--- src/hdl/ssh_pkg.sv ---
// ----------------------------------------------------------------------------
// ssh_pkg - shared types and constants for the selectable string hash
// Algorithm codes, register indexes, hash constants and the state word
// passed between the mixer and the top level.
// ----------------------------------------------------------------------------
package ssh_pkg;

    // algorithm register codes
    localparam logic [3:0] ALG_AP   = 4'd0;
    localparam logic [3:0] ALG_BP   = 4'd1;
    localparam logic [3:0] ALG_JS   = 4'd2;
    localparam logic [3:0] ALG_RS   = 4'd3;
    localparam logic [3:0] ALG_ELF  = 4'd4;
    localparam logic [3:0] ALG_DEK  = 4'd5;
    localparam logic [3:0] ALG_FNV  = 4'd6;
    localparam logic [3:0] ALG_DJB2 = 4'd7;
    localparam logic [3:0] ALG_SDBM = 4'd8;
    localparam logic [3:0] ALG_BKDR = 4'd9;

    // configuration register indexes
    localparam int unsigned CFG_INDEX_W = 1;
    localparam logic [CFG_INDEX_W-1:0] REG_ALGORITHM = 1'b0;
    localparam logic [CFG_INDEX_W-1:0] REG_BKDR_MULT = 1'b1;

    // sampling threshold on string length
    localparam logic [31:0] SAMPLE_LIMIT = 32'd64;

    // hash constants
    localparam logic [31:0] AP_INIT        = 32'hAAAA_AAAA;
    localparam logic [31:0] JS_INIT        = 32'd1315423911;
    localparam logic [31:0] RS_FACTOR_INIT = 32'd63689;
    localparam logic [31:0] RS_FACTOR_MULT = 32'd378551;
    localparam logic [31:0] ELF_TOP_MASK   = 32'hF000_0000;
    localparam logic [31:0] FNV_BASIS      = 32'h811C_9DC5;
    localparam logic [31:0] DJB2_INIT      = 32'd5381;
    localparam logic [31:0] BKDR_MULT_INIT = 32'd131;

    // per-string mixing state
    typedef struct packed {
        logic [31:0] hash;
        logic [31:0] rs_factor;
        logic        odd_sample;
    } mix_state_t;

endpackage

--- src/hdl/ssh_mixer.sv ---
// ----------------------------------------------------------------------------
// ssh_mixer - one-byte hash update
// Combinational absorb of one sampled byte for the selected algorithm.
// One 32x32 multiplier is shared by RS, FNV and BKDR; RS also scales its factor by a constant.
// ----------------------------------------------------------------------------
module ssh_mixer (
    input  logic [3:0]          algorithm,
    input  logic [31:0]         bkdr_multiplier,
    input  logic [7:0]          data_byte,
    input  ssh_pkg::mix_state_t state_in,
    output ssh_pkg::mix_state_t state_out
);
    import ssh_pkg::*;

    logic [31:0] h;
    logic [31:0] c;
    logic [31:0] mul_a;
    logic [31:0] product;
    logic [31:0] elf_sum;
    logic [31:0] elf_top;

    assign h = state_in.hash;
    assign c = {24'd0, data_byte};

    // shared multiplier operand
    always_comb begin
        unique case (algorithm)
            ALG_RS:  mul_a = state_in.rs_factor;
            ALG_FNV: mul_a = FNV_BASIS;
            default: mul_a = bkdr_multiplier;
        endcase
    end

    assign product = mul_a * h;
    assign elf_sum = c + (h << 4);
    assign elf_top = elf_sum & ELF_TOP_MASK;

    always_comb begin
        state_out = state_in;
        unique case (algorithm)
            ALG_AP: begin
                if (state_in.odd_sample) begin
                    state_out.hash = h ^ ~(c ^ (h << 11) ^ (h >> 5));
                end else begin
                    state_out.hash = h ^ (c ^ (h << 7) ^ (h >> 3));
                end
                state_out.odd_sample = ~state_in.odd_sample;
            end
            ALG_BP:   state_out.hash = c ^ (h << 7);
            ALG_JS:   state_out.hash = h ^ (c + (h << 5) + (h >> 2));
            ALG_RS: begin
                state_out.hash      = c + product;
                state_out.rs_factor = state_in.rs_factor * RS_FACTOR_MULT;
            end
            // clearing the top nibble is a no-op when it is already zero
            ALG_ELF:  state_out.hash = (elf_sum ^ (elf_top >> 24)) & ~elf_top;
            ALG_DEK:  state_out.hash = c ^ (h << 5) ^ (h >> 27);
            ALG_FNV:  state_out.hash = c ^ product;
            ALG_DJB2: state_out.hash = c + (h << 5) + h;
            ALG_SDBM: state_out.hash = c + (h << 6) + (h << 16) - h;
            ALG_BKDR: state_out.hash = c + product;
            default:  state_out = state_in;
        endcase
    end

endmodule

--- src/hdl/selectable_string_hash.sv ---
// ----------------------------------------------------------------------------
// selectable_string_hash - streaming 32-bit string hash, ten algorithms
// Byte-per-beat string hasher with length-driven sampling.
// ----------------------------------------------------------------------------
// Usage:
//   Slave stream carries one string byte per beat. The first beat of a
//   string has s_tuser high and carries the string length; the beat with
//   s_tlast high makes the block return the hash on the master stream.
//   An empty string is one beat with length 0; its hash is the initial value.
//   Strings longer than SAMPLE_LIMIT bytes are sampled: every step-th byte
//   is hashed, step = length / SAMPLE_LIMIT + 1.
//   Config channel writes the algorithm (index 0) and BKDR multiplier
//   (index 1); write only while the block is idle. cfg_ready is always high.
// Timing:
//   One beat per cycle sustained while no last beat waits for a held
//   result. A beat lands in the input register and is mixed from there
//   straight into the result register, which raises m_tvalid. The rate is
//   set by the combinational hash update loop (a shared 32x32 multiplier).
// Reset (aresetn low, synchronous): empties both registers, restores the
//   register defaults (AP, multiplier 131) and clears the string state.
// Stall: a held result blocks a further last beat and, behind it, s_tready;
//   other beats keep flowing through the input register while m_tready is low.
// ----------------------------------------------------------------------------
module selectable_string_hash (
    input  logic        aclk,
    input  logic        aresetn,
    // configuration write channel
    input  logic        cfg_valid,
    output logic        cfg_ready,
    input  logic [ssh_pkg::CFG_INDEX_W-1:0] cfg_index,
    input  logic [31:0] cfg_data,
    // slave stream: string bytes
    input  logic        s_tvalid,
    output logic        s_tready,
    input  logic [39:0] s_tdata,   // [7:0] data_byte, [39:8] string_length
    input  logic        s_tuser,   // first_byte
    input  logic        s_tlast,   // last_byte
    // master stream: hashes
    output logic        m_tvalid,
    input  logic        m_tready,
    output logic [31:0] m_tdata    // [31:0] hash_value
);
    import ssh_pkg::*;

    // ---- configuration registers -----------------------------------------
    logic [3:0]  algorithm_reg;
    logic [31:0] bkdr_mult_reg;

    assign cfg_ready = 1'b1;

    always_ff @(posedge aclk) begin
        if (!aresetn) begin
            algorithm_reg <= ALG_AP;
            bkdr_mult_reg <= BKDR_MULT_INIT;
        end else if (cfg_valid) begin
            unique case (cfg_index)
                REG_ALGORITHM: algorithm_reg <= cfg_data[3:0];
                REG_BKDR_MULT: bkdr_mult_reg <= cfg_data;
                default:       algorithm_reg <= algorithm_reg;
            endcase
        end
    end

    // ---- input register --------------------------------------------------
    logic        in_valid_reg;
    logic [7:0]  in_byte_reg;
    logic [31:0] in_len_reg;
    logic        in_first_reg;
    logic        in_last_reg;
    logic        proc_fire;
    logic        out_valid_reg;
    logic [31:0] out_hash_reg;

    // a last beat needs a free result slot; other beats never wait
    assign proc_fire = in_valid_reg && (!in_last_reg || !out_valid_reg || m_tready);
    assign s_tready  = !in_valid_reg || proc_fire;

    always_ff @(posedge aclk) begin
        if (!aresetn) begin
            in_valid_reg <= 1'b0;
        end else if (s_tready) begin
            in_valid_reg <= s_tvalid;
        end
    end

    always_ff @(posedge aclk) begin
        if (s_tready && s_tvalid) begin
            in_byte_reg  <= s_tdata[7:0];
            in_len_reg   <= s_tdata[39:8];
            in_first_reg <= s_tuser;
            in_last_reg  <= s_tlast;
        end
    end

    // ---- string state ----------------------------------------------------
    mix_state_t  mix_reg;
    logic [31:0] step_reg;
    logic [31:0] skip_reg;
    logic [31:0] left_reg;

    mix_state_t  mix_start;
    mix_state_t  mix_absorbed;
    mix_state_t  mix_next;
    logic [31:0] step_start;
    logic [31:0] skip_start;
    logic [31:0] left_start;
    logic [31:0] step_next;
    logic [31:0] skip_next;
    logic [31:0] left_next;
    logic [32:0] step_wide;
    logic [31:0] init_hash;

    // initial hash value of a new string
    always_comb begin
        unique case (algorithm_reg)
            ALG_AP:   init_hash = AP_INIT;
            ALG_JS:   init_hash = JS_INIT;
            ALG_DEK:  init_hash = in_len_reg;
            ALG_DJB2: init_hash = DJB2_INIT;
            default:  init_hash = 32'd0;
        endcase
    end

    // sample step, saturated to 32 bits
    always_comb begin
        if (in_len_reg > SAMPLE_LIMIT) begin
            step_wide = {1'b0, in_len_reg / SAMPLE_LIMIT} + 33'd1;
        end else begin
            step_wide = 33'd1;
        end
    end

    // first beat restarts the string state before the byte is absorbed
    always_comb begin
        if (in_first_reg) begin
            mix_start.hash       = init_hash;
            mix_start.rs_factor  = RS_FACTOR_INIT;
            mix_start.odd_sample = 1'b0;
            step_start = step_wide[32] ? 32'hFFFF_FFFF : step_wide[31:0];
            skip_start = 32'd0;
            left_start = in_len_reg;
        end else begin
            mix_start  = mix_reg;
            step_start = step_reg;
            skip_start = skip_reg;
            left_start = left_reg;
        end
    end

    ssh_mixer u_mixer (
        .algorithm       (algorithm_reg),
        .bkdr_multiplier (bkdr_mult_reg),
        .data_byte       (in_byte_reg),
        .state_in        (mix_start),
        .state_out       (mix_absorbed)
    );

    // bytes past the length are ignored; skipped bytes only count down
    always_comb begin
        mix_next  = mix_start;
        step_next = step_start;
        skip_next = skip_start;
        left_next = left_start;
        if (left_start != 32'd0) begin
            left_next = left_start - 32'd1;
            if (skip_start == 32'd0) begin
                mix_next  = mix_absorbed;
                skip_next = step_start - 32'd1;
            end else begin
                skip_next = skip_start - 32'd1;
            end
        end
    end

    always_ff @(posedge aclk) begin
        if (!aresetn) begin
            mix_reg.hash       <= 32'd0;
            mix_reg.rs_factor  <= RS_FACTOR_INIT;
            mix_reg.odd_sample <= 1'b0;
            step_reg           <= 32'd1;
            skip_reg           <= 32'd0;
            left_reg           <= 32'd0;
        end else if (proc_fire) begin
            mix_reg  <= mix_next;
            step_reg <= step_next;
            skip_reg <= skip_next;
            left_reg <= left_next;
        end
    end

    // ---- result register -------------------------------------------------
    always_ff @(posedge aclk) begin
        if (!aresetn) begin
            out_valid_reg <= 1'b0;
        end else if (proc_fire && in_last_reg) begin
            out_valid_reg <= 1'b1;
        end else if (m_tready) begin
            out_valid_reg <= 1'b0;
        end
    end

    always_ff @(posedge aclk) begin
        if (proc_fire && in_last_reg) begin
            out_hash_reg <= mix_next.hash;
        end
    end

    assign m_tvalid = out_valid_reg;
    assign m_tdata  = out_hash_reg;

endmodule
--- config.mk ---
export PLATFORM = sky130hd
export DESIGN_NAME = selectable_string_hash
export DESIGN_NICKNAME = d
export VERILOG_FILES = /design/src/hdl/ssh_pkg.sv /design/src/hdl/ssh_mixer.sv /design/src/hdl/selectable_string_hash.sv
export SDC_FILE = /design/constraint.sdc
export NUM_CORES = 2
export LEC_CHECK = 0
export BUFFER_PORTS_ARGS = -buffer_cell sky130_fd_sc_hd__buf_4
export CAP_MARGIN = 25
export CELL_PAD_IN_SITES_DETAIL_PLACEMENT = 1
export CELL_PAD_IN_SITES_GLOBAL_PLACEMENT = 2
export CORE_MARGIN = 5
export CORE_UTILIZATION = 37
export CTS_BUF_LIST = sky130_fd_sc_hd__clkbuf_8
export CTS_CLUSTER_SIZE = 24
export DETAILED_ROUTE_END_ITERATION = 6
export GPL_TIMING_DRIVEN = 0
export PLACE_DENSITY_LB_ADDON = 0.1
export SYNTH_ARGS = -nofsm -noshare
export SYNTH_HDL_FRONTEND = slang
export SYNTH_SLANG_ARGS = --single-unit
--- constraint.sdc ---
create_clock -name aclk -period 9.19 [get_ports aclk]
set_input_delay 0 -clock aclk [delete_from_list [all_inputs] [get_ports aclk]]
set_output_delay 0 -clock aclk [all_outputs]
set_load 0.05 [all_outputs]
# ---- After elaboration in Yosys (flattened, before gate mapping)
# Index checks and enable logic that the tools add are counted.
dict set report word_totals {
  ff_bits 273
}
dict set report op_classes {
  addsub 12
  mul 2
  n_lt_le_gt_ge 1
  eq_ne 9
  n_mux 19
  bitwise 16
  reduce_logical 16
}
# operator n
set op_table {}
lappend op_table {{32-bit two-way mux} 9}
lappend op_table {{32-bit one-hot mux with 9 select lines} 1}
lappend op_table {{65-bit two-way mux} 3}
lappend op_table {{8-bit by 32-bit adder with 32-bit output} 4}
lappend op_table {{32-bit one-hot mux with 4 select lines} 1}
lappend op_table {{8-bit by 32-bit XOR with 32-bit output} 4}
lappend op_table {{32-bit by 1-bit subtractor with 32-bit output (second input constant)} 3}
lappend op_table {{32-bit XOR} 3}
lappend op_table {{32-bit adder} 2}
lappend op_table {{32-bit inverter} 2}
lappend op_table {{32-bit one-hot mux with 2 select lines} 1}
lappend op_table {{32-bit by 30-bit adder with 32-bit output} 1}
lappend op_table {{32-bit bitwise AND} 1}
lappend op_table {{32-bit by 7-bit > comparator with 1-bit output (second input constant)} 1}
lappend op_table {{32-bit zero test} 1}
lappend op_table {{32-bit by 19-bit multiplier with 32-bit output (second input constant)} 1}
lappend op_table {{32-bit by 32-bit multiplier with 32-bit output} 1}
lappend op_table {{32-bit nonzero test} 1}
lappend op_table {{32-bit subtractor} 1}
lappend op_table {{32-bit by 27-bit XOR with 32-bit output} 1}
lappend op_table {{32-bit by 29-bit XOR with 32-bit output} 1}
lappend op_table {{32-bit by 5-bit XOR with 32-bit output} 1}
lappend op_table {{32-bit by 8-bit XOR with 32-bit output} 1}
lappend op_table {{26-bit by 1-bit adder with 27-bit output (second input constant)} 1}
lappend op_table {{other kinds (14)} 29}

# ---- Logic depth before layout (Yosys ltp)
dict set report depth {
  ltp_word 11
  depth_mapped 43
  mapped_depth_nobuf 34
}

# ---- Cells and area by module
# A second synthesis with hierarchy kept.
dict set report hier_totals {
  cells_unflattened 5835
  area_unflattened_um2 48713.0
}
# module n_inst cells_each area_per_inst_um2 seq_area_each_um2
set modules_own_cells {}
lappend modules_own_cells {ssh_mixer 1 4241 34971.0 0.0}
lappend modules_own_cells {selectable_string_hash 1 1594 13741.9 6206.0}

# ---- Worst setup path before layout
# Ideal clock, no wire load.
dict set report synth_path {
  kind {register to register}
  start {reg in_first_reg}
  end {reg out_hash_reg[28] (netlist: m_tdata[28]), data pin}
  setup_time_ps 280
  arrival_ps 9652
  slack_ps -741
  path_stages_with_launch 38
  cell_sequence {edfxtp_1 > buf_4 > buf_6 > buf_2 > buf_2 > buf_2 > buf_1 > buf_1 > clkbuf_1 > nor2b_1 > o22ai_1 > clkbuf_1 > nor2_1 > fa_1 > inv_1 > fa_1 > fa_1 > fa_1 > [... 2 more ...] > ha_1 > fa_1 > fa_1 > ha_1 > buf_4 > a21o_1 > a211o_1 > a21oi_1 > a211oi_2 > o211a_1 > o21a_1 > nor4_2 > nand3_1 > nor4_2 > xor2_1 > a221oi_1 > a21o_1 > a22oi_1}
}
# element line
set synth_lines {}
lappend synth_lines {{start, declared} selectable_string_hash.sv:68} ;# logic in_first_reg;
lappend synth_lines {{start signal, assigned} selectable_string_hash.sv:90} ;# in_first_reg <= s_tuser;
lappend synth_lines {{end signal, assigned} selectable_string_hash.sv:204} ;# out_hash_reg <= mix_next.hash;
lappend synth_lines {{end, declared} selectable_string_hash.sv:72} ;# logic [31:0] out_hash_reg;

==> impl_metrics.py <==
metrics = {
    "sta": {
        "hold_viol_final": 0,
        "clock_skew_ps": 75.0,
        "setup_repair_after_global_routing_missed_its_margin": "yes",
        "final-max-slew-violation-count": 0,
        "max_freq_mhz": 103,
        "min_period_ps": 9730,
        "final.setup.tns_ps": -9710,
        "finalSetupViolations": 33,
        "final.period_utilization": 1.06,
        "max-slew-margin-rel": 0.0996,
        "finalWorstSetupSlack_ps": -538,
        "worstMarginPinSlew_ps": 1340,
    },
    "synthesis": {
        "yosys_register_bits": 273,
        "synth_top_cell_by_area": "fa_1",
        "yosys.area.top_type_share": 0.268,
        "yosys_warnings": 0,
        "synth_edf_count": 74,
        "syn-instance-count": 5587,
        "syn_avg_cell_area_um2": 8.41,
        "ys.flop_type": "dfxtp_1",
        "synth_top_cells_by_count": "inv_1 (767), fa_1 (629), nor2_1 (572), nand2_1 (547), ha_1 (402)",
        "post_synth_main_area_contributors": "fa_1 (27%), ha_1 (11%), dfxtp_1 (8.5%)",
        "syn-cell-area_um2": 47000,
        "synth.most_common_cell": "inv_1",
        "async_flop_share": 0,
        "synth.yosys.seq_area_share": 0.132,
        "synth_fp_nets": 6698,
        "post_synth_num_cell_types": 108,
    },
    "setup_path": {
        "r2r.worst_path.cells": 36,
        "reg_to_reg_critical_path_endpoint": "m_tdata[27]$_DFFE_PP_",
        "cpPeakStageDelay_ps": 620,
        "worstPathRequired_ps": 9690,
        "crit_path_start": "in_first_reg$_DFFE_PP_",
        "timing.critical_path.from_type": "register",
        "endpoint": "m_tdata[27]$_DFFE_PP_",
        "crit_path_frequent_cell": "buf_4",
        "end_kind": "register",
        "critical_path_arrival_ps": 10230,
        "crit_path_max_fanout": 10,
        "r2r-start": "in_first_reg$_DFFE_PP_",
        "critical_path_start_end_classification": "register to register",
        "cpMaxStageDelayCell": "fa_2",
        "r2r_setup_slack_ps": -540,
    },
    "power": {
        "total_leakage_power_nw": 25.6,
        "vdd.ir_drop.worst_mv": 0.250,
        "power.density_nw_per_um2": 202,
    },
    "grt": {
        "track_usage": 0.344,
        "total_overflow_reported_by_the_global_router": 0,
        "pin_count_of_the_biggest_net_entering_global_routing": 26,
        "antenna_found_initial": 9,
        "vias_in_the_first_global_route": 48200,
        "wire_length_of_the_first_global_routing_pass_mm": 338,
    },
    "detailed_routing": {
        "route.detailed.vias_per_inst": 5.79,
        "vias": 45500,
        "drcViolationCount": 8,
        "finalWirelength_mm": 237,
        "antenna_violating_nets_post_route": 0,
        "drt_pre_antenna_iters": 7,
        "dr.first_iter.drc_count": 4211,
        "average_wire_per_standard_cell_um": 30.2,
    },
    "finish": {
        "instances_no_fill": 7858,
        "nNetsFinal": 7262,
        "largest_reg_flops": 65,
        "post_route_cells_drive_above_1_share": 0.164,
        "synthToLayoutAreaGrowth_pct": 24.0,
        "num-fill-cells": 14700,
        "final_design_area_no_fill_um2": 58300,
    },
    "outcome": {
        "outcome": "finished with violations",
        "failed_checks": "DRC, setup timing",
    },
    "cts": {
        "cts_tree": "yes",
        "htree_num_levels": 2,
        "clock_insertion_delay_worst_skew_ps": 770,
        "clock_tree_sinks": 273,
        "path_clk_slew_ps": 70,
        "root_buffer": "clkbuf_8",
        "cts_buffer_depth": 3,
        "cts_inserted_buffers": 52,
    },
    "place": {
        "placement.cell_area_um2": 50800,
        "sum_of_net_half_perimeters_after_detailed_placement_mm": 188,
        "dp_worst_slack_ps": -4650,
        "gpl.final_weighted_congestion": 1.02,
        "place.port_buffers": 112,
        "place_inst": 7399,
    },
    "floorplan": {
        "design.die.area_um2": 134000,
        "placementRows": 130,
        "die-width_um": 366,
        "io-pin-count": 115,
        "core_area_um2": 126000,
        "start_util": 0.373,
        "vert_die_dim_um": 366,
    },
    "run": {
        "cap_violations": 0,
    },
    "worst_hold_path": {
        "min_path_type": "input port to register",
    },
}
metrics by stage:
stage / power (W) / util / hold WS (ps)
5_1_grt: 0.0123 / 0.463 / 84.4
2_1_floorplan: 0.00541 / - / 98.9
3_5_place_dp: 0.00777 / 0.404 / 180
4_1_cts: 0.0112 / 0.454 / 14.5
3_3_place_gp: 0.00766 / 0.397 / 178
6_report: 0.0118 / 0.463 / 67.1
critical path: cells and delay by family (launching register included):
family,cells,cell delay [ps]
buffers and inverters,12,1920
adders and majority gates,9,3710
DFF,1,470
AOI/OAI and AO/OA,11,2570
and+or+nand+nor,4,820
layout by cell type (no fill, tap or decap), types with 20 or more instances in the layout:
master	synthesis	layout
dlygate4sd3_1	0	126
ha_1	402	377
edfxtp_1	74	74
nor4_1	28	25
clkbuf_8	0	64
dfxtp_1	199	197
and2_1	29	24
fa_1	629	610
xor2_1	84	76
buf_6	4	55
nand2b_1	21	21
mux2i_1	28	28
a21boi_0	54	45
and3_1	46	40
xnor2_1	282	268
o22ai_1	49	36
or3_1	22	20
ha_4	0	22
nor2_1	572	539
buf_8	0	35
o21ai_0	205	190
nor2_2	1	20
o211ai_1	32	32
nand2_1	547	528
a211oi_1	41	35
inv_1	767	753
nor3_1	89	83
a21oi_1	258	223
a22oi_1	67	57
nand3_1	101	91
a21o_1	98	96
a31oi_1	48	42
buf_2	34	22
buf_12	0	31
o21a_1	28	28
clkbuf_1	198	130
nand4_1	24	24
o221ai_1	31	29
nor2b_1	78	67
buf_4	12	339
power breakdown:
part	internal, W	leakage [nW]	switching (W)
logic	0.00367	22.7	0.00540
clock network	0.000670	0.576	0.000664
registers	0.00132	2.33	0.0000634
total	0.00566	25.6	0.00612
area by class of cell:
| cell class | count | area [um2] | share of cell area |
|---|---|---|---|
| Sequential cell | 273 | 6210 | 0.107 |
| Clock inverter | 43 | 325 | 0.00558 |
| Multi-Input combinational cell | 4243 | 39000 | 0.669 |
| Timing Repair Buffer | 538 | 5050 | 0.0867 |
| Antenna cell | 14 | 35.0 | 0.000601 |
| Inverter | 782 | 3050 | 0.0523 |
| Clock buffer | 54 | 743 | 0.0127 |
| Tap cell | 1650 | 2060 | 0.0354 |
| Buffer | 261 | 1800 | 0.0308 |
routing by layer:
layer / share of wire / GRT usage / vias up / routed length, um
met3: 0.077 / 0.0749 / 600 / 18100
li1: - / - / 19700 / -
met2: 0.45 / 0.556 / 1874 / 107000
met5: 0.00011 / 0 / - / 26
met4: 0.061 / 0.171 / 4 / 14500
met1: 0.41 / 0.436 / 23300 / 96900
timing repair:
| action | in CTS | in global routing |
|---|---|---|
| gates resized for setup | 618 | 142 |
| endpoints found under the hold margin | 113 | 0 |
| endpoints found under the setup margin | 81 | 45 |
| setup buffers | 179 | 70 |
| cloned | 1 | 1 |
| pin swaps | 167 | 97 |
| hold buffers | 126 | 0 |
cells by family after synthesis:
family,synth area share
buffers and inverters,0.0880
AOI/OAI and AO/OA,0.164
DFF,0.132
muxes,0.00716
and+or+nand+nor,0.163
xor gates and xnor gates,0.0711
other,0.0000798
adders and majority gates,0.375
worst min path at each step:
stage | cells past startpoint | endpoint | start | slack [ps]
finish | 4 | bkdr_mult_reg[12]$_SDFFE_PN0P_ | cfg_data[12] | 70
global route | 4 | bkdr_mult_reg[1]$_SDFFE_PN1P_ | cfg_data[1] | 80
CTS | 4 | bkdr_mult_reg[12]$_SDFFE_PN0P_ | cfg_data[12] | 10
detailed placement | 1 | in_len_reg[20]$_DFFE_PP_ | s_tdata[28] | 180
global placement | 1 | in_len_reg[23]$_DFFE_PP_ | s_tdata[31] | 180
floorplan | 0 | in_byte_reg[0]$_DFFE_PP_ | s_tdata[0] | 100
No activity file was read; power rests on OpenSTA's default activity.
